### config.mk
export PLATFORM = sky130hd
export DESIGN_NAME = wwlm_cfg
export DESIGN_NICKNAME = d
export VERILOG_FILES = /design/src/sv/weighted_word_list_match_unit_defines.svh /design/src/sv/wwlm_pkg.sv /design/src/sv/wwlm_cfg.sv
export SDC_FILE = /design/constraint.sdc
export NUM_CORES = 1
export LEC_CHECK = 0
export BUFFER_PORTS_ARGS = -buffer_cell sky130_fd_sc_hd__buf_2
export CAP_MARGIN = 20
export CORE_MARGIN = 5
export CORE_UTILIZATION = 38
export CTS_BUF_LIST = sky130_fd_sc_hd__clkbuf_8
export DETAILED_ROUTE_END_ITERATION = 7
export PLACE_DENSITY = 0.95
export SLEW_MARGIN = 5
export SYNTH_ARGS = -nofsm -noshare
export SYNTH_HDL_FRONTEND = slang
export SYNTH_SLANG_ARGS = --single-unit
### constraint.sdc
create_clock -name clk -period 2 [get_ports clk]
set_input_delay 0.1 -clock clk [delete_from_list [all_inputs] [get_ports clk]]
set_output_delay 0.1 -clock clk [all_outputs]
set_load 0.005 [all_outputs]
### src/sv/weighted_word_list_match_unit_defines.svh
// Assertion macros shared by the weighted word list match unit.
`ifndef WEIGHTED_WORD_LIST_MATCH_UNIT_DEFINES_SVH
`define WEIGHTED_WORD_LIST_MATCH_UNIT_DEFINES_SVH

// Same-cycle implication, checked outside reset.
`define WWLM_ASSERT_IMP(label, clk, rst_n, ante, cons, msg) \
	label: assert property (@(posedge clk) disable iff (!rst_n) (ante) |-> (cons)) \
		else $error(msg);

// Next-cycle implication, checked outside reset.
`define WWLM_ASSERT_NXT(label, clk, rst_n, ante, cons, msg) \
	label: assert property (@(posedge clk) disable iff (!rst_n) (ante) |=> (cons)) \
		else $error(msg);

`endif

### src/sv/wwlm_pkg.sv
// Shared constants, codes and types of the weighted word list match unit.
package wwlm_pkg;

	// Table geometry.
	localparam int NUM_WORDS    = 16;
	localparam int MAX_WORD_LEN = 16;

	// Field widths.
	localparam int ENTRY_W    = 4;
	localparam int POS_W      = 4;
	localparam int BYTE_W     = 8;
	localparam int LEN_W      = 5;
	localparam int WEIGHT_W   = 8;
	localparam int SEEN_W     = $clog2(MAX_WORD_LEN + 1);
	localparam int HIST_IDX_W = $clog2(MAX_WORD_LEN);
	localparam int SUM_W      = 12;
	localparam int SCORE_W    = 13;
	localparam int THR_W      = 12;

	// Configuration port.
	localparam int APB_ADDR_W   = 3;
	localparam int APB_DATA_W   = 32;
	localparam int REG_ADDR_LSB = 2;

	localparam logic [SUM_W-1:0]          SUM_MAX       = {SUM_W{1'b1}};
	localparam logic [THR_W-1:0]          THR_RESET     = THR_W'(1);
	localparam logic signed [SCORE_W-1:0] SCORE_NONE    = {SCORE_W{1'b1}};

	// Item actions.
	typedef enum logic [1:0] {
		ACT_LOAD_BYTE = 2'd0,
		ACT_LOAD_LEN  = 2'd1,
		ACT_MSG_BYTE  = 2'd2,
		ACT_END_MSG   = 2'd3
	} act_t;

	// Register indexes.
	typedef enum logic {
		REG_ENABLED   = 1'b0,
		REG_THRESHOLD = 1'b1
	} reg_idx_t;

	// Message bytes as seen by the cells; entry 0 is the byte now arriving.
	typedef logic [MAX_WORD_LEN-1:0][BYTE_W-1:0] hist_t;

	// Token handed from cell to cell.
	typedef struct packed {
		act_t                act;
		logic [ENTRY_W-1:0]  entry;
		logic [POS_W-1:0]    position;
		logic [BYTE_W-1:0]   byte_value;
		logic [LEN_W-1:0]    word_length;
		logic [WEIGHT_W-1:0] word_weight;
		hist_t               hist;
		logic [SEEN_W-1:0]   seen;
		logic                any;
		logic [SUM_W-1:0]    sum;
	} tok_t;

	// Configuration as used by the result stage.
	typedef struct packed {
		logic             enabled;
		logic [THR_W-1:0] threshold;
	} cfg_t;

endpackage

### src/sv/wwlm_cfg.sv
// APB-style configuration registers: enable and block threshold.
module wwlm_cfg (
	input  logic                            clk,
	input  logic                            arst_n,
	input  logic                            psel,
	input  logic                            penable,
	input  logic                            pwrite,
	input  logic [wwlm_pkg::APB_ADDR_W-1:0] paddr,
	input  logic [wwlm_pkg::APB_DATA_W-1:0] pwdata,
	output logic [wwlm_pkg::APB_DATA_W-1:0] prdata,
	output logic                            pready,
	output wwlm_pkg::cfg_t                  cfg
);
	import wwlm_pkg::*;

	logic             enabled_q;
	logic [THR_W-1:0] threshold_q;
	reg_idx_t         reg_idx;
	logic             wr_en;

	// Register decode; pready is always high, so the access phase never waits.
	assign reg_idx = reg_idx_t'(paddr[REG_ADDR_LSB]);
	assign wr_en   = psel && penable && pwrite;
	assign pready  = 1'b1;

	// Register writes.
	always_ff @(posedge clk or negedge arst_n) begin
		if (!arst_n) begin
			enabled_q   <= 1'b0;
			threshold_q <= THR_RESET;
		end else if (wr_en) begin
			case (reg_idx)
				REG_ENABLED:   enabled_q   <= pwdata[0];
				REG_THRESHOLD: threshold_q <= pwdata[THR_W-1:0];
				default: ;
			endcase
		end
	end

	// Read back.
	always_comb begin
		case (reg_idx)
			REG_ENABLED:   prdata = APB_DATA_W'(enabled_q);
			REG_THRESHOLD: prdata = APB_DATA_W'(threshold_q);
			default:       prdata = '0;
		endcase
	end

	assign cfg.enabled   = enabled_q;
	assign cfg.threshold = threshold_q;

endmodule

==> run_results.csv <==
group,metric,value,unit
route,total_via_count_in_the_routed_design,551,
timing,rsz0062_at_grt,"no",
route,finalWirelength,1729,um
timing,fin_ws,0.8604,ns
route,detail_route.first_pass.iterations,2,
final_layout,antennaDiodeCount,0,
timing,fin_skew,0,ns
setup_path,worst-endpoint-required,1.90,ns
global_route,grt_pass1_vias,532,
setup_path,timing.critical_path.slowest_stage_cell,"sky130_fd_sc_hd__dfstp_2",
final_layout,mostFrequentLayoutCells,"42 x sky130_fd_sc_hd__buf_2, 21 x sky130_fd_sc_hd__conb_1, 12 x sky130_fd_sc_hd__dfrtp_1",
clock_tree,cts_setup_buffers,0,
setup_path,end_kind,"primary output",
final_layout,drive_gt1_frac,0.5833,
setup_path,crit_path_max_fanout,3,
setup_path,timing.critical_path.arrival,1.04,ns
clock_tree,cts_tree,"built",
floorplanning,die_footprint,3125,um2
global_route,initial_antenna_violation_count,0,
timing,timing.final.crit_share,0.5698,
clock_tree,clockRootBuffer,"sky130_fd_sc_hd__clkbuf_8",
global_route,grt_util_all_layers,0.1037,
status,status,"finished, final reports clean",
min_path,hold_path_class,"input port to flip-flop",
power,leakagePower,0.5802,nW
clock_tree,cts_max_path_buffers,2,
timing,headroom_to_the_max_slew_limit,0.6378,
floorplanning,floorplan.die.width,55.91,um
synth,synth_warnings,0,
clock_tree,hold_buffers,1,
clock_tree,htreeDepth,1,
power,peak_supply_drop,0.4092,mV
floorplanning,floorplan.die.height,55.91,um
route,starting_drt_drc_count,7,
route,drt-vias-per-instance,4.081,
timing,timing.setup.tns,0,ns
timing,final.min_clock_period,1.140,ns
route,detail_route.drc_violations,0,
setup_path,path_cells,"mux2_2 -> buf_2",
power,cellPowerDensity,861.8,nW/um2
route,ant_nets,0,
timing,finalMaxSlewViolations,0,
clock_tree,clock_insertion_delay_worst_skew,0.24,ns
global_route,wire_length_of_the_first_global_routing_pass,2504,um
setup_path,timing.setup.critical_path_class,"flip-flop to primary output",
timing,hold_violations,0,
place,place_congestion,0.6944,
setup_path,start_kind,"flip-flop",
floorplanning,io_pins,86,
final_layout,layout.nets,149,
place,place_area,935.9,um2
place,port_buffers,42,
final_layout,layout_commonest_cell,"sky130_fd_sc_hd__buf_2",
synth,synth.yosys.seq_area_share,0.4078,
timing,setup_violations,0,
synth,yosys_register_bits,13,
clock_tree,cts_buffer_count,3,
clock_tree,tritoncts_num_sinks,13,
floorplanning,initial_core_util,0.4040,
final_layout,final_core_utilization,0.5006,
clock_tree,cts.clk_slew.worst_paths,0.06,ns
floorplanning,rows,16,
final_layout,flow.area_growth_from_synthesis,23.91,%
job,max-cap-violations,0,
route,wire_per_inst,12.81,um
global_route,global_route.overflow_total,0,
synth,synth.lib_cells_used.distinct,12,
clock_tree,cts_resized,0,
floorplanning,core_area,1982,um2
timing,worst_pin_slew,0.5421,ns
setup_path,slowest_delay,0.54,ns
final_layout,finalInstanceArea,992.2,um2
timing,achievable-frequency,877.5,MHz
synth,synthesis.instances,66,
synth,syn_area_per_cell,12.13,um2
place,dp_slack,0.5918,ns
synth,netlist_area,800.8,um2
global_route,grt_start_max_net_pins,15,
## critical path, delay by kind of cell (launching register included)
kind,cells,cell delay [ns]
buf+inv,1,0.11
mux,1,0.15
flops,1,0.54
## logic make-up (layout without fill, tap and decap cells)
kind of cell | count (synthesis) | count (layout) | synth area share
muxes | 14 | 14 | 0.2437
buffers and inverters | 24 | 47 | 0.2250
DFF | 13 | 13 | 0.4078
other | 2 | 21 | 0.009378
and+or+nand+nor | 13 | 13 | 0.1141
## state kept, by name, summed over array words and instances (netlist names)
name         cells
enabled_q        1
threshold_q     12
## synthesized netlist by cell type
master | instances | share of area
sky130_fd_sc_hd__and2_1 | 10 | 0.078
sky130_fd_sc_hd__dfstp_2 | 1 | 0.033
sky130_fd_sc_hd__clkbuf_1 | 1 | 0.0047
sky130_fd_sc_hd__buf_4 | 22 | 0.21
sky130_fd_sc_hd__dfrtp_1 | 12 | 0.38
sky130_fd_sc_hd__and2_2 | 1 | 0.0094
sky130_fd_sc_hd__nand4_2 | 1 | 0.016
sky130_fd_sc_hd__buf_6 | 1 | 0.014
sky130_fd_sc_hd__nand4b_1 | 1 | 0.011
sky130_fd_sc_hd__mux2_4 | 10 | 0.19
sky130_fd_sc_hd__conb_1 | 2 | 0.0094
sky130_fd_sc_hd__mux2_2 | 4 | 0.056
## metal layers
layer | part of all wire | track usage | vias up
met5 | 0 | 0 | -
met4 | 0 | 0.05085 | 0
met2 | 0.54 | 0.1875 | 35
li1 | - | - | 253
met1 | 0.34 | 0.1059 | 263
met3 | 0.12 | 0.03480 | 0
## report_power, final
part	leakage, nW	internal, mW	switching [mW]
logic	0.400	0.160	0.0973
registers	0.155	0.325	0.0405
clock network	0.0255	0.137	0.0943
## final cells by class
class,count,area (um2)
fill,186,989.7
multi-input combinational,48,365.4
sequential,13,326.6
timing repair buffer,43,220.2
clock buffer,3,41.29
tap,27,33.78
clock inverter,1,5.005
## per-stage QoR
step | hold slack, ns | power [mW] | instances
6_report | 0.08413 | 0.8551 | 135
5_1_grt | 0.07985 | 0.9076 | 135
4_1_cts | 0.07839 | 0.8692 | 135
3_5_place_dp | -0.0005314 | 0.6292 | 130
3_3_place_gp | -0.003484 | 0.6144 | 130
2_1_floorplan | -0.1956 | 0.5308 | 85
## final timing paths
path	from	end	slack (ns)	depth (start not counted)
hold / removal	pwdata[11]	threshold_q[11]$_DFFE_PN0P_	0.08	2
min in group asynchronous	arst_n	threshold_q[10]$_DFFE_PN0P_	0.29	2
hold reg to reg	threshold_q[6]$_DFFE_PN0P_	threshold_q[6]$_DFFE_PN0P_	0.52	1
max in group asynchronous	arst_n	threshold_q[0]$_DFFE_PN1P_	1.43	2
setup reg to reg	threshold_q[4]$_DFFE_PN0P_	threshold_q[4]$_DFFE_PN0P_	1.23	1
setup / recovery	threshold_q[0]$_DFFE_PN1P_	prdata[0]	0.86	2
Note: power is estimated with default switching activity, not from simulation.
