**config.mk**
```make
export PLATFORM = sky130hd
export DESIGN_NAME = wwlm_result
export DESIGN_NICKNAME = d
export VERILOG_FILES = /design/src/sv/wwlm_pkg.sv /design/src/sv/wwlm_result.sv
export VERILOG_INCLUDE_DIRS = /design/src /design/src/sv
export SDC_FILE = /design/constraint.sdc
export NUM_CORES = 1
export LEC_CHECK = 0
export BUFFER_PORTS_ARGS = -buffer_cell sky130_fd_sc_hd__buf_2
export CAP_MARGIN = 5
export CORE_ASPECT_RATIO = 0.5
export CORE_MARGIN = 3
export CORE_UTILIZATION = 20
export DETAILED_ROUTE_END_ITERATION = 6
export HOLD_SLACK_MARGIN = 0.06
export PLACE_DENSITY = 0.76
export SYNTH_ARGS = -nofsm -noshare
export SYNTH_HDL_FRONTEND = slang
export SYNTH_SLANG_ARGS = --single-unit
```
**constraint.sdc**
```tcl
create_clock -name clk -period 0.8 [get_ports clk]
set_input_delay 0.16 -clock clk [delete_from_list [all_inputs] [get_ports clk]]
set_output_delay 0.16 -clock clk [all_outputs]
set_load 0.01 [all_outputs]
```
**src/sv/weighted_word_list_match_unit_defines.svh**
```systemverilog
// Assertion macros shared by the weighted word list match unit.
`ifndef WEIGHTED_WORD_LIST_MATCH_UNIT_DEFINES_SVH
`define WEIGHTED_WORD_LIST_MATCH_UNIT_DEFINES_SVH

// Same-cycle implication, checked outside reset.
`define WWLM_ASSERT_IMP(label, clk, rst_n, ante, cons, msg) \
	label: assert property (@(posedge clk) disable iff (!rst_n) (ante) |-> (cons)) \
		else $error(msg);

// Next-cycle implication, checked outside reset.
`define WWLM_ASSERT_NXT(label, clk, rst_n, ante, cons, msg) \
	label: assert property (@(posedge clk) disable iff (!rst_n) (ante) |=> (cons)) \
		else $error(msg);

`endif

```
**src/sv/wwlm_pkg.sv**
```systemverilog
// Shared constants, codes and types of the weighted word list match unit.
package wwlm_pkg;

	// Table geometry.
	localparam int NUM_WORDS    = 16;
	localparam int MAX_WORD_LEN = 16;

	// Field widths.
	localparam int ENTRY_W    = 4;
	localparam int POS_W      = 4;
	localparam int BYTE_W     = 8;
	localparam int LEN_W      = 5;
	localparam int WEIGHT_W   = 8;
	localparam int SEEN_W     = $clog2(MAX_WORD_LEN + 1);
	localparam int HIST_IDX_W = $clog2(MAX_WORD_LEN);
	localparam int SUM_W      = 12;
	localparam int SCORE_W    = 13;
	localparam int THR_W      = 12;

	// Configuration port.
	localparam int APB_ADDR_W   = 3;
	localparam int APB_DATA_W   = 32;
	localparam int REG_ADDR_LSB = 2;

	localparam logic [SUM_W-1:0]          SUM_MAX       = {SUM_W{1'b1}};
	localparam logic [THR_W-1:0]          THR_RESET     = THR_W'(1);
	localparam logic signed [SCORE_W-1:0] SCORE_NONE    = {SCORE_W{1'b1}};

	// Item actions.
	typedef enum logic [1:0] {
		ACT_LOAD_BYTE = 2'd0,
		ACT_LOAD_LEN  = 2'd1,
		ACT_MSG_BYTE  = 2'd2,
		ACT_END_MSG   = 2'd3
	} act_t;

	// Register indexes.
	typedef enum logic {
		REG_ENABLED   = 1'b0,
		REG_THRESHOLD = 1'b1
	} reg_idx_t;

	// Message bytes as seen by the cells; entry 0 is the byte now arriving.
	typedef logic [MAX_WORD_LEN-1:0][BYTE_W-1:0] hist_t;

	// Token handed from cell to cell.
	typedef struct packed {
		act_t                act;
		logic [ENTRY_W-1:0]  entry;
		logic [POS_W-1:0]    position;
		logic [BYTE_W-1:0]   byte_value;
		logic [LEN_W-1:0]    word_length;
		logic [WEIGHT_W-1:0] word_weight;
		hist_t               hist;
		logic [SEEN_W-1:0]   seen;
		logic                any;
		logic [SUM_W-1:0]    sum;
	} tok_t;

	// Configuration as used by the result stage.
	typedef struct packed {
		logic             enabled;
		logic [THR_W-1:0] threshold;
	} cfg_t;

endpackage

```
**src/sv/wwlm_result.sv**
```systemverilog
// Tail of the row: turns the final sum into score and block flag and holds the result.
`include "weighted_word_list_match_unit_defines.svh"

module wwlm_result (
	input  logic                                  clk,
	input  logic                                  arst_n,
	input  logic                                  advance,
	input  logic                                  vld_in,
	input  wwlm_pkg::tok_t                        tok_in,
	input  wwlm_pkg::cfg_t                        cfg,
	output logic                                  valid,
	output logic signed [wwlm_pkg::SCORE_W-1:0]   score,
	output logic                                  blocked
);
	import wwlm_pkg::*;

	logic                      valid_q;
	logic signed [SCORE_W-1:0] score_q;
	logic                      blocked_q;
	logic                      live;
	logic                      is_end;

	// Scoring is live only when enabled, with a threshold and at least one word found.
	assign live   = cfg.enabled && (cfg.threshold != '0) && tok_in.any;
	assign is_end = vld_in && (tok_in.act == ACT_END_MSG);

	// Output register.
	always_ff @(posedge clk or negedge arst_n) begin
		if (!arst_n) begin
			valid_q <= 1'b0;
		end else if (advance) begin
			valid_q <= is_end;
		end
	end

	always_ff @(posedge clk) begin
		if (advance) begin
			if (live) begin
				score_q   <= $signed({1'b0, tok_in.sum});
				blocked_q <= (tok_in.sum >= cfg.threshold);
			end else begin
				score_q   <= SCORE_NONE;
				blocked_q <= 1'b0;
			end
		end
	end

	assign valid   = valid_q;
	assign score   = score_q;
	assign blocked = blocked_q;

	`WWLM_ASSERT_IMP(a_none_not_blocked, clk, arst_n, valid_q && (score_q == SCORE_NONE), !blocked_q, "blocked without a score")
	`WWLM_ASSERT_IMP(a_blocked_at_thr, clk, arst_n, valid_q && blocked_q, (score_q[SCORE_W-1] == 1'b0) && (score_q[SUM_W-1:0] >= cfg.threshold), "blocked below threshold")

endmodule

```
==> impl_metrics.py <==
metrics = {
    "global_routing": {
        "grt_util_met1": 0.0988,
        "gr-usage-met3": 0.00132,
        "use_met2": 0.195,
        "grt_pass1_vias": 837,
        "grt_usage": 0.0944,
        "grt.busiest_layer": "met2",
        "antenna_found_initial": 0,
        "grt_max_degree": 17,
        "grt_first_pass_wirelength_um": 3800,
        "overflow": 0,
    },
    "yosys": {
        "yosysTopAreaCell": "edfxtp_1",
        "avgSynthCellArea_um2": 11.8,
        "seq_area_frac_synth": 0.499,
        "muxShareOfSynthArea": 0,
        "synth_xor_area_frac": 0,
        "syn_area_um2": 893,
        "synth_compound_area_frac": 0.106,
        "synthAdderAreaFrac": 0.168,
        "synth_top_family_by_area": "adder cells",
        "syn_nets": 282,
        "ys_types": 20,
        "synth-seq-cells": 15,
        "synthSimpleGateAreaFrac": 0.155,
        "synth_area_leaders": "edfxtp_1, ha_1, nand2b_1",
        "synth_top_area_frac": 0.471,
        "ys_warn_count": 0,
        "syn_inst": 76,
    },
    "worst_setup_path": {
        "worstReg2RegEnd": "valid$_DFFE_PN0P_",
        "cp_cell_sequence": "buf_2 > ha_1 > a21o_1 > a21oi_1 > nor2b_1 > o41a_1",
        "crit_slowest_cell": "o41a_1",
        "cp_max_fo": 2,
        "reg2regPathDepth": 2,
        "start_kind": "primary input",
        "crit_path_max_incr_delay_ns": 0.38,
        "cp.required_ns": 0.79,
        "setup.worst_path.end_class": "flip-flop",
        "regToRegStartpoint": "valid$_DFFE_PN0P_",
        "cp_data_arrival_time_ns": 1.34,
        "reg2reg_slack_ns": 0.14,
        "path_class": "in -> reg",
    },
    "power_and_ir_drop": {
        "power.density_nw_per_um2": 1310,
        "power_w": 0.00211,
        "p_leak_nw": 0.747,
        "ir_drop_mv": 0.379,
    },
    "die": {
        "die_w_um": 101,
        "placementRows": 16,
        "die_area_um2": 5350,
        "die_h_um": 53.3,
        "io_pins": 209,
        "initial_core_util": 0.219,
        "core_area_um2": 4080,
    },
    "sta": {
        "setup_viol_count_final": 29,
        "hold_viol_final": 0,
        "hold_ws_ns": 0.185,
        "relSlewSlack": 0.781,
        "fin_crit_ns": 1.35,
        "finalClockSkew_ns": 0,
        "clock.fmax_ghz": 0.738,
        "tns_ns": -5.26,
        "worst_pin_slew_ns": 0.325,
        "period_share": 1.69,
        "rsz0062_at_grt": "yes",
        "maxSlewViolCount": 0,
        "setup_ws_ns": -0.555,
    },
    "clock_tree": {
        "cts_inserted_buffers": 3,
        "cts_tree": "yes",
        "htreeDepth": 1,
        "cts-root-buf": "clkbuf_8",
        "cts.sinks": 15,
        "cts.clk_slew.worst_paths_ns": 0.06,
        "clock_latency_ns": 0.23,
        "cts.path.max_buffers": 2,
    },
    "finish": {
        "diodes": 0,
        "nets": 348,
        "synthToLayoutAreaGrowth_pct": 80.5,
        "drive_above_1_share": 0.582,
    },
    "min_path": {
        "whs_path_depth": 3,
        "hold_end": "valid$_DFFE_PN0P_",
        "hp-start": "tok_in[176]",
        "worstHoldPathType": "in -> reg",
    },
    "detailed_routing": {
        "vias": 823,
        "drc_errors": 0,
        "dr.pass1.iters": 4,
        "detail_route.iter0.violations": 54,
        "antenna_left": 0,
        "wl_um": 2550,
        "via_per_inst": 4.22,
        "routedWlPerCell_um": 13.1,
    },
    "placement": {
        "place_hpwl_um": 2060,
        "gp_congestion": 0.855,
        "port_buffers": 46,
        "place_ws_ns": -0.874,
    },
    "run_status": {
        "status": "complete, but fails checks",
        "violations": "negative setup slack",
    },
    "flow_run": {
        "max-cap-violations": 0,
    },
}
worst max path at each step:
stage,from,to,slack (ns),cells after the start
2_1_floorplan,cfg[0],blocked$_SDFFCE_PN0P_,-0.66,5
3_3_place_gp,tok_in[0],blocked$_SDFFCE_PN0P_,-0.85,7
3_5_place_dp,tok_in[0],blocked$_SDFFCE_PN0P_,-0.87,7
4_1_cts,tok_in[0],blocked$_SDFFCE_PN0P_,-0.59,7
5_1_grt,tok_in[9],blocked$_SDFFCE_PN0P_,-0.56,6
6_report,tok_in[9],blocked$_SDFFCE_PN0P_,-0.55,6
area by class of cell:
cell class	count	area (um^2)
Inverter	15	63.8
Clock buffer	4	45.0
Multi-Input combinational cell	45	527
Sequential cell	15	445
Tap cell	54	67.6
Timing Repair Buffer	62	464
Fill cell	388	2470
what timing repair did:
| action | in CTS | in global routing |
|---|---|---|
| buffers inserted | 1 | 1 |
| pin swaps | 6 | 6 |
| hold buffers | 1 | 0 |
| cloned | 1 | 0 |
| endpoints found under the hold margin | 1 | 0 |
| setup endpoints to repair | 29 | 29 |
| gates resized for setup | 18 | 15 |
logic make-up (layout without fill, tap and decap cells):
kind of cell | count (synthesis) | after routing
AOI/OAI and AO/OA | 11 | 11
buffers and inverters | 16 | 81
and+or+nand+nor | 22 | 22
DFF | 15 | 15
adders and majority gates | 12 | 12
where the power goes:
part	internal, W	switching, W	total (W)
clock network	0.000351	0.000242	0.000594
registers	0.000919	0.0000134	0.000932
logic	0.000317	0.000264	0.000581
total	0.00159	0.000520	0.00211
critical path: cells and delay by family:
family	cells	cell delay [ns]
buffers and inverters	1	0.11
adder cells (fa/ha/maj)	1	0.30
AO/OA/AOI/OAI	3	0.71
AND/OR/NAND/NOR	1	0.06
cells in the final DEF (no fill, tap or decap), types with 2 or more instances in the layout:
| master | count |
|---|---|
| a21o_1 | 2 |
| a21oi_1 | 3 |
| buf_2 | 38 |
| buf_4 | 3 |
| buf_6 | 17 |
| buf_8 | 2 |
| clkbuf_8 | 3 |
| edfxtp_1 | 14 |
| ha_1 | 10 |
| ha_4 | 2 |
| inv_1 | 13 |
| nand2b_1 | 5 |
| nand2b_4 | 7 |
| nand4_1 | 3 |
| nor4_4 | 3 |
| o21ai_0 | 2 |
metrics by stage:
| stage | cell area (um^2) | instances | util |
|---|---|---|---|
| CTS | 1520 | 194 | 0.372 |
| detailed placement | 1380 | 187 | 0.337 |
| finish | 1610 | 195 | 0.395 |
| floorplan | 982 | 76 | - |
| global route | 1610 | 195 | 0.395 |
| global placement | 1380 | 187 | 0.337 |
cell usage after synthesis:
cell,number
buf_4,1
a2111oi_1,1
nand3_1,1
a21o_1,2
nor2b_1,1
a21oi_1,3
dfrtp_1,1
inv_1,14
o41a_1,1
inv_2,1
ha_1,12
nand2b_1,11
nand4_1,3
edfxtp_1,14
o21ai_0,2
nand2b_4,1
a2111oi_4,1
nand2_1,2
a31oi_1,1
nor4_1,3
state kept, by name (all words and copies together), names as in the netlist:
name and cells:
valid 1, blocked 1, score 13
per-layer routing:
metal | up-vias | wire length, um
met2 | 18 | 1480
met1 | 398 | 953
met3 | 6 | 50
met5 | - | 0
met4 | 0 | 68
li1 | 401 | -
Note: power is estimated with default switching activity, not from simulation.
