==> config.mk <==
export PLATFORM = sky130hd
export DESIGN_NAME = wwlm_cell
export DESIGN_NICKNAME = d
export VERILOG_FILES = /design/src/sv/wwlm_pkg.sv /design/src/sv/wwlm_cell.sv
export VERILOG_INCLUDE_DIRS = /design/src /design/src/sv
export SDC_FILE = /design/constraint.sdc
export NUM_CORES = 1
export LEC_CHECK = 0
export ABC_CLOCK_PERIOD_IN_PS = 8400
export BUFFER_PORTS_ARGS = -buffer_cell sky130_fd_sc_hd__buf_2
export CORE_MARGIN = 3
export CORE_UTILIZATION = 30
export DETAILED_ROUTE_END_ITERATION = 10
export GPL_TIMING_DRIVEN = 0
export PLACE_DENSITY = 0.57
export RECOVER_POWER = 25
export SYNTH_ARGS = -nofsm -noshare
export SYNTH_HDL_FRONTEND = slang
export SYNTH_SLANG_ARGS = --single-unit
==> constraint.sdc <==
create_clock -name clk -period 8.4 [get_ports clk]
set_clock_uncertainty 0.1 [all_clocks]
set_input_delay 1.68 -clock clk [delete_from_list [all_inputs] [get_ports clk]]
set_output_delay 1.68 -clock clk [all_outputs]
set_load 0.01 [all_outputs]
==> src/sv/weighted_word_list_match_unit_defines.svh <==
// Assertion macros shared by the weighted word list match unit.
`ifndef WEIGHTED_WORD_LIST_MATCH_UNIT_DEFINES_SVH
`define WEIGHTED_WORD_LIST_MATCH_UNIT_DEFINES_SVH

// Same-cycle implication, checked outside reset.
`define WWLM_ASSERT_IMP(label, clk, rst_n, ante, cons, msg) \
	label: assert property (@(posedge clk) disable iff (!rst_n) (ante) |-> (cons)) \
		else $error(msg);

// Next-cycle implication, checked outside reset.
`define WWLM_ASSERT_NXT(label, clk, rst_n, ante, cons, msg) \
	label: assert property (@(posedge clk) disable iff (!rst_n) (ante) |=> (cons)) \
		else $error(msg);

`endif

==> src/sv/wwlm_pkg.sv <==
// Shared constants, codes and types of the weighted word list match unit.
package wwlm_pkg;

	// Table geometry.
	localparam int NUM_WORDS    = 16;
	localparam int MAX_WORD_LEN = 16;

	// Field widths.
	localparam int ENTRY_W    = 4;
	localparam int POS_W      = 4;
	localparam int BYTE_W     = 8;
	localparam int LEN_W      = 5;
	localparam int WEIGHT_W   = 8;
	localparam int SEEN_W     = $clog2(MAX_WORD_LEN + 1);
	localparam int HIST_IDX_W = $clog2(MAX_WORD_LEN);
	localparam int SUM_W      = 12;
	localparam int SCORE_W    = 13;
	localparam int THR_W      = 12;

	// Configuration port.
	localparam int APB_ADDR_W   = 3;
	localparam int APB_DATA_W   = 32;
	localparam int REG_ADDR_LSB = 2;

	localparam logic [SUM_W-1:0]          SUM_MAX       = {SUM_W{1'b1}};
	localparam logic [THR_W-1:0]          THR_RESET     = THR_W'(1);
	localparam logic signed [SCORE_W-1:0] SCORE_NONE    = {SCORE_W{1'b1}};

	// Item actions.
	typedef enum logic [1:0] {
		ACT_LOAD_BYTE = 2'd0,
		ACT_LOAD_LEN  = 2'd1,
		ACT_MSG_BYTE  = 2'd2,
		ACT_END_MSG   = 2'd3
	} act_t;

	// Register indexes.
	typedef enum logic {
		REG_ENABLED   = 1'b0,
		REG_THRESHOLD = 1'b1
	} reg_idx_t;

	// Message bytes as seen by the cells; entry 0 is the byte now arriving.
	typedef logic [MAX_WORD_LEN-1:0][BYTE_W-1:0] hist_t;

	// Token handed from cell to cell.
	typedef struct packed {
		act_t                act;
		logic [ENTRY_W-1:0]  entry;
		logic [POS_W-1:0]    position;
		logic [BYTE_W-1:0]   byte_value;
		logic [LEN_W-1:0]    word_length;
		logic [WEIGHT_W-1:0] word_weight;
		hist_t               hist;
		logic [SEEN_W-1:0]   seen;
		logic                any;
		logic [SUM_W-1:0]    sum;
	} tok_t;

	// Configuration as used by the result stage.
	typedef struct packed {
		logic             enabled;
		logic [THR_W-1:0] threshold;
	} cfg_t;

endpackage

==> src/sv/wwlm_cell.sv <==
// One word slot of the row: holds a word, matches it and adds its weight at message end.
`include "weighted_word_list_match_unit_defines.svh"

module wwlm_cell (
	input  logic                         clk,
	input  logic                         arst_n,
	input  logic [wwlm_pkg::ENTRY_W-1:0] slot,
	input  logic                         advance,
	input  logic                         vld_in,
	input  wwlm_pkg::tok_t               tok_in,
	output logic                         vld_out,
	output wwlm_pkg::tok_t               tok_out
);
	import wwlm_pkg::*;

	logic [BYTE_W-1:0]   word_q [MAX_WORD_LEN];
	logic [LEN_W-1:0]    len_q;
	logic [WEIGHT_W-1:0] weight_q;
	logic                found_q;
	logic                vld_q;
	tok_t                tok_q;

	logic [LEN_W-1:0]        tap_idx [MAX_WORD_LEN];
	logic [MAX_WORD_LEN-1:0] byte_ok;
	logic                    hit;
	logic                    take;
	logic                    own;
	logic                    counts;
	logic [LEN_W-1:0]        len_sat;
	logic [SUM_W:0]          sum_ext;
	logic [SUM_W-1:0]        sum_new;
	tok_t                    tok_next;

	// Word byte i lines up with the message byte len-1-i places back.
	always_comb begin
		for (int i = 0; i < MAX_WORD_LEN; i++) begin
			tap_idx[i] = len_q - LEN_W'(1) - LEN_W'(i);
			byte_ok[i] = (LEN_W'(i) >= len_q) ||
				(word_q[i] == tok_in.hist[tap_idx[i][HIST_IDX_W-1:0]]);
		end
	end

	assign hit     = (len_q != '0) && (len_q <= tok_in.seen) && (&byte_ok);
	assign take    = advance && vld_in;
	assign own     = (tok_in.entry == slot);
	assign counts  = found_q && (len_q != '0);
	assign len_sat = (tok_in.word_length > LEN_W'(MAX_WORD_LEN)) ?
		LEN_W'(MAX_WORD_LEN) : tok_in.word_length;

	// Saturating running sum.
	assign sum_ext = {1'b0, tok_in.sum} + (SUM_W+1)'(weight_q);
	assign sum_new = sum_ext[SUM_W] ? SUM_MAX : sum_ext[SUM_W-1:0];

	// Word bytes and weight; no reset, written by load items only.
	always_ff @(posedge clk) begin
		if (take && own) begin
			if (tok_in.act == ACT_LOAD_BYTE) begin
				word_q[tok_in.position] <= tok_in.byte_value;
			end
			if (tok_in.act == ACT_LOAD_LEN) begin
				weight_q <= tok_in.word_weight;
			end
		end
	end

	// Length and found mark.
	always_ff @(posedge clk or negedge arst_n) begin
		if (!arst_n) begin
			len_q   <= '0;
			found_q <= 1'b0;
		end else if (take) begin
			case (tok_in.act)
				ACT_LOAD_LEN: begin
					if (own) begin
						len_q   <= len_sat;
						found_q <= 1'b0;
					end
				end
				ACT_MSG_BYTE: begin
					if (hit) begin
						found_q <= 1'b1;
					end
				end
				ACT_END_MSG:  found_q <= 1'b0;
				default: ;
			endcase
		end
	end

	// Token to the next cell; an end of message picks up this slot's weight when found.
	always_comb begin
		tok_next = tok_in;
		if (vld_in && (tok_in.act == ACT_END_MSG) && counts) begin
			tok_next.sum = sum_new;
			tok_next.any = 1'b1;
		end
	end

	always_ff @(posedge clk or negedge arst_n) begin
		if (!arst_n) begin
			vld_q <= 1'b0;
		end else if (advance) begin
			vld_q <= vld_in;
		end
	end

	always_ff @(posedge clk) begin
		if (advance) begin
			tok_q <= tok_next;
		end
	end

	assign vld_out = vld_q;
	assign tok_out = tok_q;

	`WWLM_ASSERT_IMP(a_found_needs_len, clk, arst_n, found_q, len_q != '0, "found mark on empty slot")
	`WWLM_ASSERT_NXT(a_end_clears_found, clk, arst_n, take && (tok_in.act == ACT_END_MSG), !found_q, "found mark survived message end")
	`WWLM_ASSERT_IMP(a_len_in_range, clk, arst_n, 1'b1, len_q <= LEN_W'(MAX_WORD_LEN), "word length above maximum")

endmodule

==> flow_summary_export.csv <==
group,metric,value,unit
global_route,overflow,0,
yosys,ys.flop_type,"edfxtp_1",
setup_path,arrival,7.99,ns
yosys,synth.area.top_cells,"edfxtp_1 (50%), mux2i_1 (12%), mux4_2 (5.9%), mux2_2 (4.3%), xnor2_1 (4.0%)",
final_layout,seqCellArea,0.009574,mm2
final_layout,final_common_cell,"edfxtp_1",
power_and_ir_drop,internal_power,0.004113,W
clock_network,post_cts_resized,0,
setup_path,crit_required,8.76,ns
setup_path,end_kind,"flip-flop",
yosys,synth_cell_types,76,
power_and_ir_drop,p_switching,0.002871,W
route,dr_total_vias,14561,
sta,setup_violations,0,
clock_network,clock_latency,0.56,ns
route,routed_wirelength,73620,um
final_layout,drive_gt1_share,23.89,%
worst_hold_path,min-delay-start,"vld_out",
yosys,yosysTopAreaCellShare,49.60,%
power_and_ir_drop,p_seq_share,26.6,%
yosys,synth_edf_count,313,
floorplanning,die-area,0.06622,mm2
global_route,grt_start_max_net_pins,123,
sta,drv_slew,0,
yosys,synth_warnings,0,
setup_path,timing.rr.start,"len_q[0]",
setup_path,rrSetupSlack,0.77,ns
sta,clock.fmax,131.1,MHz
setup_path,crit_chain,"clkbuf_2, buf_4, inv_2, buf_2, buf_2, buf_2, ha_1, buf_6, buf_2, buf_1, mux2i_1, mux2i_1, mux2i_1, mux2i_1, xnor2_1, nand4_1, nor3_1, nand4b_1, o41a_1, o31ai_2",
worst_hold_path,hold_path_class,"reg2reg",
power_and_ir_drop,comb_power_share,51.0,%
power_and_ir_drop,finalPower,0.006985,W
sta,rsz0062_at_grt,"false",
route,first_iter_violations,1366,
clock_network,cts_tree,"done",
sta,final.min_clock_period,7.625,ns
setup_path,cpPeakStageDelay,0.90,ns
sta,final.setup.tns,0,ns
floorplanning,fp.dieW,257.3,um
power_and_ir_drop,ir_drop,0.1578,mV
final_layout,multi_input_area,0.008901,mm2
clock_network,postCtsHoldBufs,0,
yosys,yosysTopAreaCell,"edfxtp_1",
global_route,grt_pass1_wl,103500,um
route,drtPass1Iterations,7,
placement,port_buffers,362,
clock_network,post_cts_buffers,0,
route,viasPerCell,5.328,
global_route,grt_pass1_vias,14485,
floorplanning,pin_count,363,
floorplanning,rows,91,
placement,placed_cells_incl_taps,2668,
run_status,outcome,"finished, final reports clean",
setup_path,cp_slowest_cell,"buf_1",
final_layout,antennaDiodeCount,0,
placement,routabilityCongestion,0.9808,
setup_path,cp-start-kind,"flip-flop",
yosys,synth_fp_nets,1671,
route,avgRoutedWirePerCell,26.94,um
final_layout,final_cells,2733,
power_and_ir_drop,clkPwrFrac,22.4,%
sta,tightest_slew,1.403,ns
power_and_ir_drop,p_sw_share,41.11,%
setup_path,r2r_end,"found_q",
final_layout,fin_nets,2072,
setup_path,cp-startpoint,"len_q[0]",
yosys,ys_ff_latch,320,
clock_network,clk_path_buf_depth,3,
final_layout,layout_common_cells,"edfxtp_1 (313), buf_2 (233), mux2i_1 (226)",
yosys,synthCells,1468,
setup_path,cp_max_fo,13,
worst_hold_path,worstHoldEndpoint,"vld_out",
clock_network,cts_root_buffer,"clkbuf_16",
worst_hold_path,hold_depth,1,
power_and_ir_drop,powerDensity,306.1,mW/mm2
yosys,netlist_area,0.01895,mm2
final_layout,area_delta_synth_final,20.41,%
flow_run,maxCapViolCount,0,
setup_path,worstSetupPathType,"reg2reg",
route,detail-route-antenna-nets,0,
route,drc_errors,0,
global_route,antenna_found_initial,4,
sta,maxSlewHeadroom,5.720,%
setup_path,r2r_cells,20,
placement,place_hpwl,57950,um
yosys,syn_area_per_cell,12.91,um2
power_and_ir_drop,leakage,8.234,nW
clock_network,htree_num_levels,2,
yosys,ys_async_sr_fraction,2.188,%
global_route,grtUsageTotal,21.41,%
floorplanning,core-area,0.06205,mm2
sta,fin_crit_sh,90.78,%
floorplanning,start_util,30.54,%
clock_network,cts_buffers,36,
yosys,synth_seq_area_share,50.52,%
final_layout,fill_cells,6096,
sta,hold_viol,0,
floorplanning,chipHeight,257.3,um
clock_network,clock_sinks,320,
clock_network,clkTransAtPathRegs,0.06,ns
[worst max path at each step]
stage	to	slack [ns]
after detailed placement	found_q	0.87
after global routing	found_q	0.47
after floorplan	found_q	3.45
after global placement	word_q[0][6]	0.45
final	found_q	0.77
after CTS	found_q	0.85
[worst max-delay path, delay by kind of cell (launching register included)]
kind	cells	cell delay, ns
fa+ha+maj	1	0.25
mux	4	1.66
flops	1	0.41
xor+xnor	1	0.15
simple gates	3	1.14
compound gates	2	0.78
buf+inv	9	2.99
[area by class of cell]
type | count | share of cell area [%]
Inverter | 20 | 0.3290
Multi-Input combinational cell | 1051 | 39.01
Timing Repair Buffer | 363 | 7.233
Sequential cell | 320 | 41.96
Clock inverter | 24 | 0.9871
Tap cell | 837 | 4.590
Clock buffer | 41 | 4.118
Buffer | 77 | 1.771
[synth_stat cells, types with 7 or more instances]
library cell,n
a211oi_1,13
a21boi_0,11
a21oi_1,51
a31oi_1,10
buf_1,12
buf_2,31
buf_4,10
clkbuf_1,18
dfrtp_1,7
edfxtp_1,313
ha_1,17
inv_1,19
mux2_2,72
mux2i_1,226
mux4_2,50
nand2_1,70
nand2b_1,8
nand3_1,58
nand4_1,23
nor2_1,81
nor2b_1,12
nor3_1,25
nor4_1,13
o211ai_1,7
o21ai_0,44
o22a_1,7
xnor2_1,87
xor2_1,75
[metal layers]
layer  vias to the layer above  GRT usage, %  share of wire, %
met5                         -             0                 0
li1                       6439             -                 -
met2                       718         37.40                49
met3                       141         4.222               7.5
met1                      7263         26.08                39
met4                         0         8.127               3.8
[registers in the layout, summed over array words and instances (netlist names)]
register	count
tok_out	177
word_q	128
weight_q	8
len_q	5
found_q	1
vld_out	1
[power by group through the flow]
stage / combinational, W / sequential (W) / clock [W]
2_1_floorplan: 0.00231 / 0.00193 / 0
3_3_place_gp: 0.00348 / 0.00190 / 0
3_5_place_dp: 0.00349 / 0.00189 / 0
4_1_cts: 0.00351 / 0.00186 / 0.00160
5_1_grt: 0.00374 / 0.00187 / 0.00166
6_report: 0.00356 / 0.00186 / 0.00157
[per-stage QoR]
| stage | setup slack, ns | hold slack, ns | cell area [um2] | util, % |
|---|---|---|---|---|
| 2_1_floorplan | 3.445 | 0.3556 | 18950 | - |
| 3_3_place_gp | 0.4533 | 0.3880 | 21810 | 35.14 |
| 3_5_place_dp | 0.8743 | 0.3817 | 21850 | 35.21 |
| 4_1_cts | 0.8506 | 0.4088 | 23010 | 37.08 |
| 5_1_grt | 0.4660 | 0.4299 | 22820 | 36.77 |
| 6_report | 0.7747 | 0.4098 | 22820 | 36.77 |
[kinds of logic after synthesis]
kind of cell,after synthesis,share of synthesized area [%]
adder cells (fa/ha/maj),18,1.228
AO/OA/AOI/OAI,187,6.332
AND/OR/NAND/NOR,324,8.379
multiplexers,352,22.71
flip-flops,320,50.52
XOR/XNOR,170,8.293
buffers and inverters,97,2.529
Power figures use the tool's default switching activity.
