$ cat src/sv/weighted_word_list_match_unit_defines.svh
// Assertion macros shared by the weighted word list match unit.
`ifndef WEIGHTED_WORD_LIST_MATCH_UNIT_DEFINES_SVH
`define WEIGHTED_WORD_LIST_MATCH_UNIT_DEFINES_SVH

// Same-cycle implication, checked outside reset.
`define WWLM_ASSERT_IMP(label, clk, rst_n, ante, cons, msg) \
	label: assert property (@(posedge clk) disable iff (!rst_n) (ante) |-> (cons)) \
		else $error(msg);

// Next-cycle implication, checked outside reset.
`define WWLM_ASSERT_NXT(label, clk, rst_n, ante, cons, msg) \
	label: assert property (@(posedge clk) disable iff (!rst_n) (ante) |=> (cons)) \
		else $error(msg);

`endif

$ cat src/sv/wwlm_pkg.sv
// Shared constants, codes and types of the weighted word list match unit.
package wwlm_pkg;

	// Table geometry.
	localparam int NUM_WORDS    = 16;
	localparam int MAX_WORD_LEN = 16;

	// Field widths.
	localparam int ENTRY_W    = 4;
	localparam int POS_W      = 4;
	localparam int BYTE_W     = 8;
	localparam int LEN_W      = 5;
	localparam int WEIGHT_W   = 8;
	localparam int SEEN_W     = $clog2(MAX_WORD_LEN + 1);
	localparam int HIST_IDX_W = $clog2(MAX_WORD_LEN);
	localparam int SUM_W      = 12;
	localparam int SCORE_W    = 13;
	localparam int THR_W      = 12;

	// Configuration port.
	localparam int APB_ADDR_W   = 3;
	localparam int APB_DATA_W   = 32;
	localparam int REG_ADDR_LSB = 2;

	localparam logic [SUM_W-1:0]          SUM_MAX       = {SUM_W{1'b1}};
	localparam logic [THR_W-1:0]          THR_RESET     = THR_W'(1);
	localparam logic signed [SCORE_W-1:0] SCORE_NONE    = {SCORE_W{1'b1}};

	// Item actions.
	typedef enum logic [1:0] {
		ACT_LOAD_BYTE = 2'd0,
		ACT_LOAD_LEN  = 2'd1,
		ACT_MSG_BYTE  = 2'd2,
		ACT_END_MSG   = 2'd3
	} act_t;

	// Register indexes.
	typedef enum logic {
		REG_ENABLED   = 1'b0,
		REG_THRESHOLD = 1'b1
	} reg_idx_t;

	// Message bytes as seen by the cells; entry 0 is the byte now arriving.
	typedef logic [MAX_WORD_LEN-1:0][BYTE_W-1:0] hist_t;

	// Token handed from cell to cell.
	typedef struct packed {
		act_t                act;
		logic [ENTRY_W-1:0]  entry;
		logic [POS_W-1:0]    position;
		logic [BYTE_W-1:0]   byte_value;
		logic [LEN_W-1:0]    word_length;
		logic [WEIGHT_W-1:0] word_weight;
		hist_t               hist;
		logic [SEEN_W-1:0]   seen;
		logic                any;
		logic [SUM_W-1:0]    sum;
	} tok_t;

	// Configuration as used by the result stage.
	typedef struct packed {
		logic             enabled;
		logic [THR_W-1:0] threshold;
	} cfg_t;

endpackage

$ cat src/sv/wwlm_window.sv
// Head of the row: keeps the recent message bytes and builds the token for the first cell.
module wwlm_window (
	input  logic                          clk,
	input  logic                          arst_n,
	input  logic                          take,
	input  wwlm_pkg::act_t                action,
	input  logic [wwlm_pkg::ENTRY_W-1:0]  entry,
	input  logic [wwlm_pkg::POS_W-1:0]    position,
	input  logic [wwlm_pkg::BYTE_W-1:0]   byte_value,
	input  logic [wwlm_pkg::LEN_W-1:0]    word_length,
	input  logic [wwlm_pkg::WEIGHT_W-1:0] word_weight,
	output wwlm_pkg::tok_t                tok
);
	import wwlm_pkg::*;

	logic [BYTE_W-1:0] recent_q [MAX_WORD_LEN-1];
	logic [SEEN_W-1:0] seen_q;
	logic [SEEN_W-1:0] seen_next;

	// Count of message bytes, saturating at the longest word.
	assign seen_next = (seen_q < SEEN_W'(MAX_WORD_LEN)) ? seen_q + SEEN_W'(1) : seen_q;

	// Shift line of recent bytes; an end of message clears it.
	always_ff @(posedge clk or negedge arst_n) begin
		if (!arst_n) begin
			for (int k = 0; k < MAX_WORD_LEN - 1; k++) begin
				recent_q[k] <= '0;
			end
			seen_q <= '0;
		end else if (take) begin
			if (action == ACT_MSG_BYTE) begin
				recent_q[0] <= byte_value;
				for (int k = 1; k < MAX_WORD_LEN - 1; k++) begin
					recent_q[k] <= recent_q[k-1];
				end
				seen_q <= seen_next;
			end else if (action == ACT_END_MSG) begin
				for (int k = 0; k < MAX_WORD_LEN - 1; k++) begin
					recent_q[k] <= '0;
				end
				seen_q <= '0;
			end
		end
	end

	// Token: the item itself, the byte window and an empty running sum.
	always_comb begin
		tok.act         = action;
		tok.entry       = entry;
		tok.position    = position;
		tok.byte_value  = byte_value;
		tok.word_length = word_length;
		tok.word_weight = word_weight;
		tok.hist[0]     = byte_value;
		for (int k = 1; k < MAX_WORD_LEN; k++) begin
			tok.hist[k] = recent_q[k-1];
		end
		tok.seen = seen_next;
		tok.any  = 1'b0;
		tok.sum  = '0;
	end

endmodule

$ cat config.mk
export PLATFORM = sky130hd
export DESIGN_NAME = wwlm_window
export DESIGN_NICKNAME = d
export VERILOG_FILES = /design/src/sv/weighted_word_list_match_unit_defines.svh /design/src/sv/wwlm_pkg.sv /design/src/sv/wwlm_window.sv
export SDC_FILE = /design/constraint.sdc
export NUM_CORES = 1
export LEC_CHECK = 0
export BUFFER_PORTS_ARGS = -buffer_cell sky130_fd_sc_hd__buf_2
export CAP_MARGIN = 15
export CORE_MARGIN = 10
export CORE_UTILIZATION = 49
export CTS_CLUSTER_SIZE = 25
export DETAILED_ROUTE_END_ITERATION = 10
export PLACE_DENSITY_LB_ADDON = 0.05
export SYNTH_ARGS = -nofsm -noshare
export SYNTH_HDL_FRONTEND = slang
export SYNTH_SLANG_ARGS = --single-unit
$ cat constraint.sdc
create_clock -name clk -period 1.45 [get_ports clk]
set_input_delay 0.145 -clock clk [delete_from_list [all_inputs] [get_ports clk]]
set_output_delay 0.145 -clock clk [all_outputs]
set_load 0.005 [all_outputs]
==> summary.md, run 1 <==
| Metric | Value |
|---|---|
| Endpoints failing setup | 5 |
| Cell taking the most area after synthesis | dfrtp_1 |
| Synth warn | 0 |
| Synthesized area | 0.00565 mm^2 |
| Max IR drop VDD | 0.863 mV |
| Top cell type's share of synthesized area | 55.4% |
| Congestion Overflow GR | 0 |
| Failing checks | setup timing |
| Non-filler cells, final | 869 |
| Distinct cells, synth | 22 |
| H-tree Lvls | 4 |
| Outcome | finished, violations left |
| P_leak | 3.46 nW |
| GRT Total Usage | 16.8% |
| Synth Register Bits | 125 |
| DP HPWL | 9690 um |
| Total power | roughly 8.4 mW |
| Placed insts | 828 |
| R2R depth | 5 |
| WL/cell | between 15 and 20 um |
| Die width | 127 um |
| DRC Markers | 0 |
| Hold worst-path end | tok[29] |
| Routability Congestion | ~0.76 |
| Global-route wire length before repair | 22,100 um |
| Prevailing post-synth register cell | dfrtp_1 |
| Diodes inserted | 0 |
| Via count | 4,160 |
| Pwr per Cell Area | 1200 mW/mm^2 |
| Num CTS Buffers | 17 |
| FF-to-FF End | seen_q[3] |
| Hold Vio Cnt, Final | 0 |
| Maximum clock rate | 0.623 GHz |
| Most frequent cells after synthesis | dfrtp_1, nand2_1, nand2b_1 |
| Worst Clk Skew | 0.00535 ns |
| Area grow syn2layout | 24.2% |
| Synth top area cells | dfrtp_1, nand2b_1, o21ai_0 |
| Routed Antenna Nets | 0 |
| I/O pin count | 211 |
| Unrepaired setup endpoints after global routing | yes |
| Worst flop-to-flop path startpoint | seen_q[1] |
| Crit path time final | 1.60 ns |
| Final worst-path setup slack | -0.155 ns |
| Tcrit/Tclk final | 111% |
| Syn Inst Count | 597 |
| Count leader, synth | dfrtp_1 |
| CTS clock-pin slew for the worst setup and hold paths | roughly 0.050 ns |
| Reg2Reg Setup Slack | 0.05 ns |
| Row count | 39 |
| Die area | 0.0162 mm^2 |
| Pins over their slew limit | 0 |
| Initial DRT Pass Iterations | 4 |
| Chip height | 127 um |
| Critical Path RT | 1.31 ns |
| CTS Buffer Depth | 2 |
| CP arrival | 1.46 ns |
| CP Max Fanout | 2 |
| Synthesized area per cell | 9.46 um^2 |
| Worst Setup End Kind | output port |
| Largest net degree at the start of global routing | 70 |
| Min-delay src | byte_value[3] |
| Clock root cell | clkbuf_16 |
| Drt via density | ~4.8 |
| WL final | 13,600 um |
| Vias in the first global route | 4,187 |
| Ratio of cells with drive above 1 in the final layout | 29.3% |
| Number of synthesized flops with an enable pin | 0 |
| CTS tree | built |
| Initial core utilization | 49.7% |
| Ys async rst share | 100% |
| Max-cap violations | 0 |
| Iter 0 DRT Violations | ~380 |
| Seq/Total Area, Yosys | 55.4% |
| Worst-Skew Late Latency | 0.41 ns |
| Antenna violations before repair | 0 |
| Core Area | 0.0114 mm^2 |
| CP Launch Type | register |
| Hold Crit Class | input pin to register |
| # fillers | about 1,000 |
| Hold Path Cell Cnt | 3 |
| Nets | 749 |
| Crit Path Category | register to output port |
| Clk sinks | 125 |
| PortBufs | 155 |
==> repair_timing <==
action | in CTS | in global routing
resized for setup | 5 | 8
setup buffers | 5 | 2
setup endpoints to repair | 4 | 5
pin swaps | 2 | 2
hold endpoints to repair | 29 | 0
hold buffers | 3 | 0
==> power by group <==
part | internal [mW] | leakage, nW | total (mW) | switching, mW
combinational | 0.321 | 1.45 | 0.704 | 0.383
sequential | 3.59 | 1.73 | 3.68 | 0.0963
clock | 2.61 | 0.285 | 4.03 | 1.43
==> cells in the final DEF (no fill, tap or decap), types with 2 or more instances in the layout <==
master,instances
clkbuf_1,2
xnor2_2,2
conb_1,13
nand2b_1,120
buf_2,152
o21ai_0,120
a22o_1,3
buf_6,3
buf_12,8
clkbuf_16,17
buf_4,12
nand2_1,120
clkbuf_8,6
dlygate4sd3_1,3
clkinv_2,4
dfrtp_1,124
==> cell type report <==
cell class / instances / area [um^2] / area share, %
well taps: 143 / 179 / 2.55
clock buffers: 25 / 515 / 7.35
clock inverters: 6 / 57.6 / 0.821
repair buffers: 178 / 1070 / 15.3
inverters: 1 / 3.75 / 0.0535
flip-flops and latches: 125 / 3130 / 44.6
multi-input cells: 391 / 2050 / 29.3
==> cell families (layout without fill, tap and decap cells) <==
kind of cell,count (synthesis),after routing,share of synthesized area (%)
flops,125,125,55.4
simple gates,247,247,22.0
buf+inv,93,210,10.1
xor+xnor,3,3,0.465
fa+ha+maj,1,1,0.222
compound gates,126,126,11.5
other cells,1,13,0.0664
mux,1,1,0.199
==> worst max-delay path, cell delays in order, from the launching register on <==
cell and delay (ns):
dfrtp_1 0.40, ha_4 0.25, mux2_4 0.28, buf_6 0.12
==> through the flow <==
step	hold WS [ns]	TNS (ns)	area, um^2	setup WS [ns]	utilization [%]
4_1_cts	0.0000517	-0.483	6950	-0.183	61.1
3_3_place_gp	0.121	0	6290	0.192	55.3
5_1_grt	0.0208	-0.651	7010	-0.202	61.7
6_report	0.00851	-0.369	7010	-0.155	61.7
3_5_place_dp	0.125	0	6290	0.149	55.3
2_1_floorplan	-0.151	0	5690	0.191	-
==> sequential cells by signal, summed over array words and instances (netlist names) <==
register  count
tok         120
seen_q        5
==> routing by layer <==
metal,global-route usage (%),share of wire [%],wire length (um),vias to the layer above
met5,0,0,0,-
met4,6.56,1.5,205,0
met3,7.73,8.7,1190,18
met2,26.0,48,6540,117
met1,20.0,42,5710,1941
li1,-,-,-,2084
==> worst max path at each step <==
stage | slack, ns | start | to
finish | -0.15 | seen_q[0] | tok[14]
global route | -0.20 | seen_q[0] | tok[14]
CTS | -0.18 | seen_q[0] | tok[14]
detailed placement | 0.15 | seen_q[0] | seen_q[1]
global placement | 0.19 | seen_q[0] | seen_q[1]
floorplan | 0.19 | seen_q[0] | seen_q[1]
(Power assumes the default switching activity.)
==> inputs of run 2 (changes only) <==
--- a/config.mk
+++ b/config.mk
@@ -11,6 +11,7 @@
 export CORE_UTILIZATION = 49
 export CTS_CLUSTER_SIZE = 25
 export DETAILED_ROUTE_END_ITERATION = 10
+export HOLD_SLACK_MARGIN = 0.15
 export PLACE_DENSITY_LB_ADDON = 0.05
 export SYNTH_ARGS = -nofsm -noshare
 export SYNTH_HDL_FRONTEND = slang
==> run 2 against run 1 <==
Effect of this change:
- the flow still finishes with violations (setup timing)
- core utilization is 0.53 points higher
- fmax about the same
- via count is 0.67% higher
- worst hold slack gained 0.20 ns
- non-clock buffer count is 6 higher
- critical path type unchanged
- power is 0.14% higher
- routed wire length is 0.59% higher
- largest power group unchanged
- worst setup slack barely moved
==> summary.md, run 2 (synthesis gave the netlist of run 1 again) <==
| Metric | Value |
|---|---|
| Endpoints failing setup | 5 |
| Worst Clk Skew | just over 0.005 ns |
| Unrepaired setup endpoints after global routing | yes |
| CP arrival | 1.46 ns |
| Max-cap violations | 0 |
| WL final | 13,700 um |
| Setup TNS | -0.371 ns |
| Via count | about 4,200 |
| Ratio of cells with drive above 1 in the final layout | a little under 30% |
| CP Launch Type | register |
| # fillers | ~1,000 |
| Initial core utilization | 49.7% |
| Area grow syn2layout | 25.3% |
| Diodes inserted | 0 |
| Commonest non-fill, non-tap cells in the layout | buf_2, dfrtp_1, nand2b_1, nand2_1, o21ai_0 |
| Crit path time final | 1.60 ns |
| Routability Congestion | 0.758 |
| Vias in the first global route | 4,228 |
| Nets | approximately 760 |
| Max IR drop VDD | 0.862 mV |
| H-tree Lvls | 4 |
| CP Max Fanout | 2 |
| Iter 0 DRT Violations | 347 |
| CP max stage delay | roughly 0.4 ns |
| Failing checks | setup timing |
| Hold_ws | 0.206 ns |
| Die width | ~130 um |
| Maximum clock rate | 0.623 GHz |
| Global-route wire length before repair | around 22,000 um |
| Die area | approximately 0.016 mm^2 |
| Largest net degree at the start of global routing | 70 |
| CTS tree | built |
| Chip height | between 100 and 150 um |
| I/O pin count | approximately 210 |
| Non-filler cells, final | 875 |
| P_leak | between 3 and 4 nW |
| Largest register FFs | between 100 and 150 |
| DRC Markers | 0 |
| Commonest non-fill, non-tap cell in the layout | buf_2 |
| CTS Buffer Depth | 2 |
| Worst Setup End Kind | output port |
| Hold Crit Class | input pin to register |
| Pre-CTS setup slack | around 0.15 ns |
| Routed Antenna Nets | 0 |
| Antenna violations before repair | 0 |
| Congestion Overflow GR | 0 |
| Pwr per Cell Area | 1190 mW/mm^2 |
| Critical Path RT | 1.31 ns |
| Core Area | 0.0114 mm^2 |
| Initial DRT Pass Iterations | 4 |
| Final worst-path setup slack | -0.155 ns |
| WL/cell | 15.7 um |
| Crit path cell chain | ha_4 -> mux2_4 -> buf_6 |
| Drt via density | around 4.8 |
| DP HPWL | 9690 um |
| Row count | 39 |
| Clk sinks | 125 |
| Crit path max-delay cell type | dfrtp_1 |
| Pins over their slew limit | 0 |
| Crit Path Category | register to output port |
| Worst-Skew Late Latency | 0.41 ns |
| Placed insts | 828 |
| Clock root cell | clkbuf_16 |
| Tcrit/Tclk final | 111% |
| GRT Total Usage | 17.0% |
| Total power | 8.43 mW |
| Outcome | finished, violations left |
| CTS clock-pin slew for the worst setup and hold paths | around 0.050 ns |
| PortBufs | around 160 |
| Hold Vio Cnt, Final | 0 |
| Num CTS Buffers | 17 |
==> run 2: cell count changes in the layout (fill, tap and decap cells not counted) <==
cell and delta:
dlygate4sd3_1 +6
==> run 2: area by class of cell <==
type                       instances  area [um^2]  share of cell area [%]
timing repair buffer             184         1130                    16.0
inverter                           1         3.75                  0.0531
sequential                       125         3130                    44.2
clock buffer                      25          515                    7.29
tap                              143          179                    2.53
clock inverter                     6         57.6                   0.814
multi-input combinational        391         2050                    29.0
==> run 2: through the flow <==
stage	cell area, um^2	utilization (%)
final	7070	62.2
after global routing	7070	62.2
after CTS	7010	61.7
after detailed placement	6290	55.3
after global placement	6290	55.3
after floorplan	5690	-
==> run 2: worst max-delay path, delay by kind of cell (launching register included) <==
family | cells | cell delay (ns)
flip-flops | 1 | 0.40
buffers and inverters | 1 | 0.12
multiplexers | 1 | 0.28
adder cells (fa/ha/maj) | 1 | 0.25
==> run 2: routing by layer <==
| metal | track usage (%) | routed length [um] |
|---|---|---|
| met5 | 0 | 0 |
| met4 | 6.83 | 232 |
| met3 | 7.73 | 1230 |
| met2 | 26.4 | 6590 |
| met1 | 20.1 | 5670 |
==> run 2: report_power, final <==
group | leakage (nW) | internal (mW) | switching, mW | total [mW]
sequential | 1.73 | 3.59 | 0.0968 | 3.68
clock | 0.285 | 2.61 | 1.43 | 4.03
combinational | 1.47 | 0.331 | 0.386 | 0.717
==> run 2: what timing repair did <==
action	CTS	global route
buffers inserted	5	2
pin swaps	2	2
hold buffers	9	0
hold endpoints to repair	133	0
setup endpoints to repair	4	5
resized for setup	5	8
==> run 2: final timing paths <==
kind                            from   endpoint  slack, ns  depth (start not counted)
max in group asynchronous     arst_n  seen_q[4]       0.66                          3
max                        seen_q[0]    tok[14]      -0.15                          3
max reg2reg                seen_q[1]  seen_q[3]       0.05                          5
min reg2reg                 tok[141]   tok[141]       0.48                          2
min                             take  seen_q[1]       0.21                          3
min in group asynchronous     arst_n   tok[144]       0.22                          2
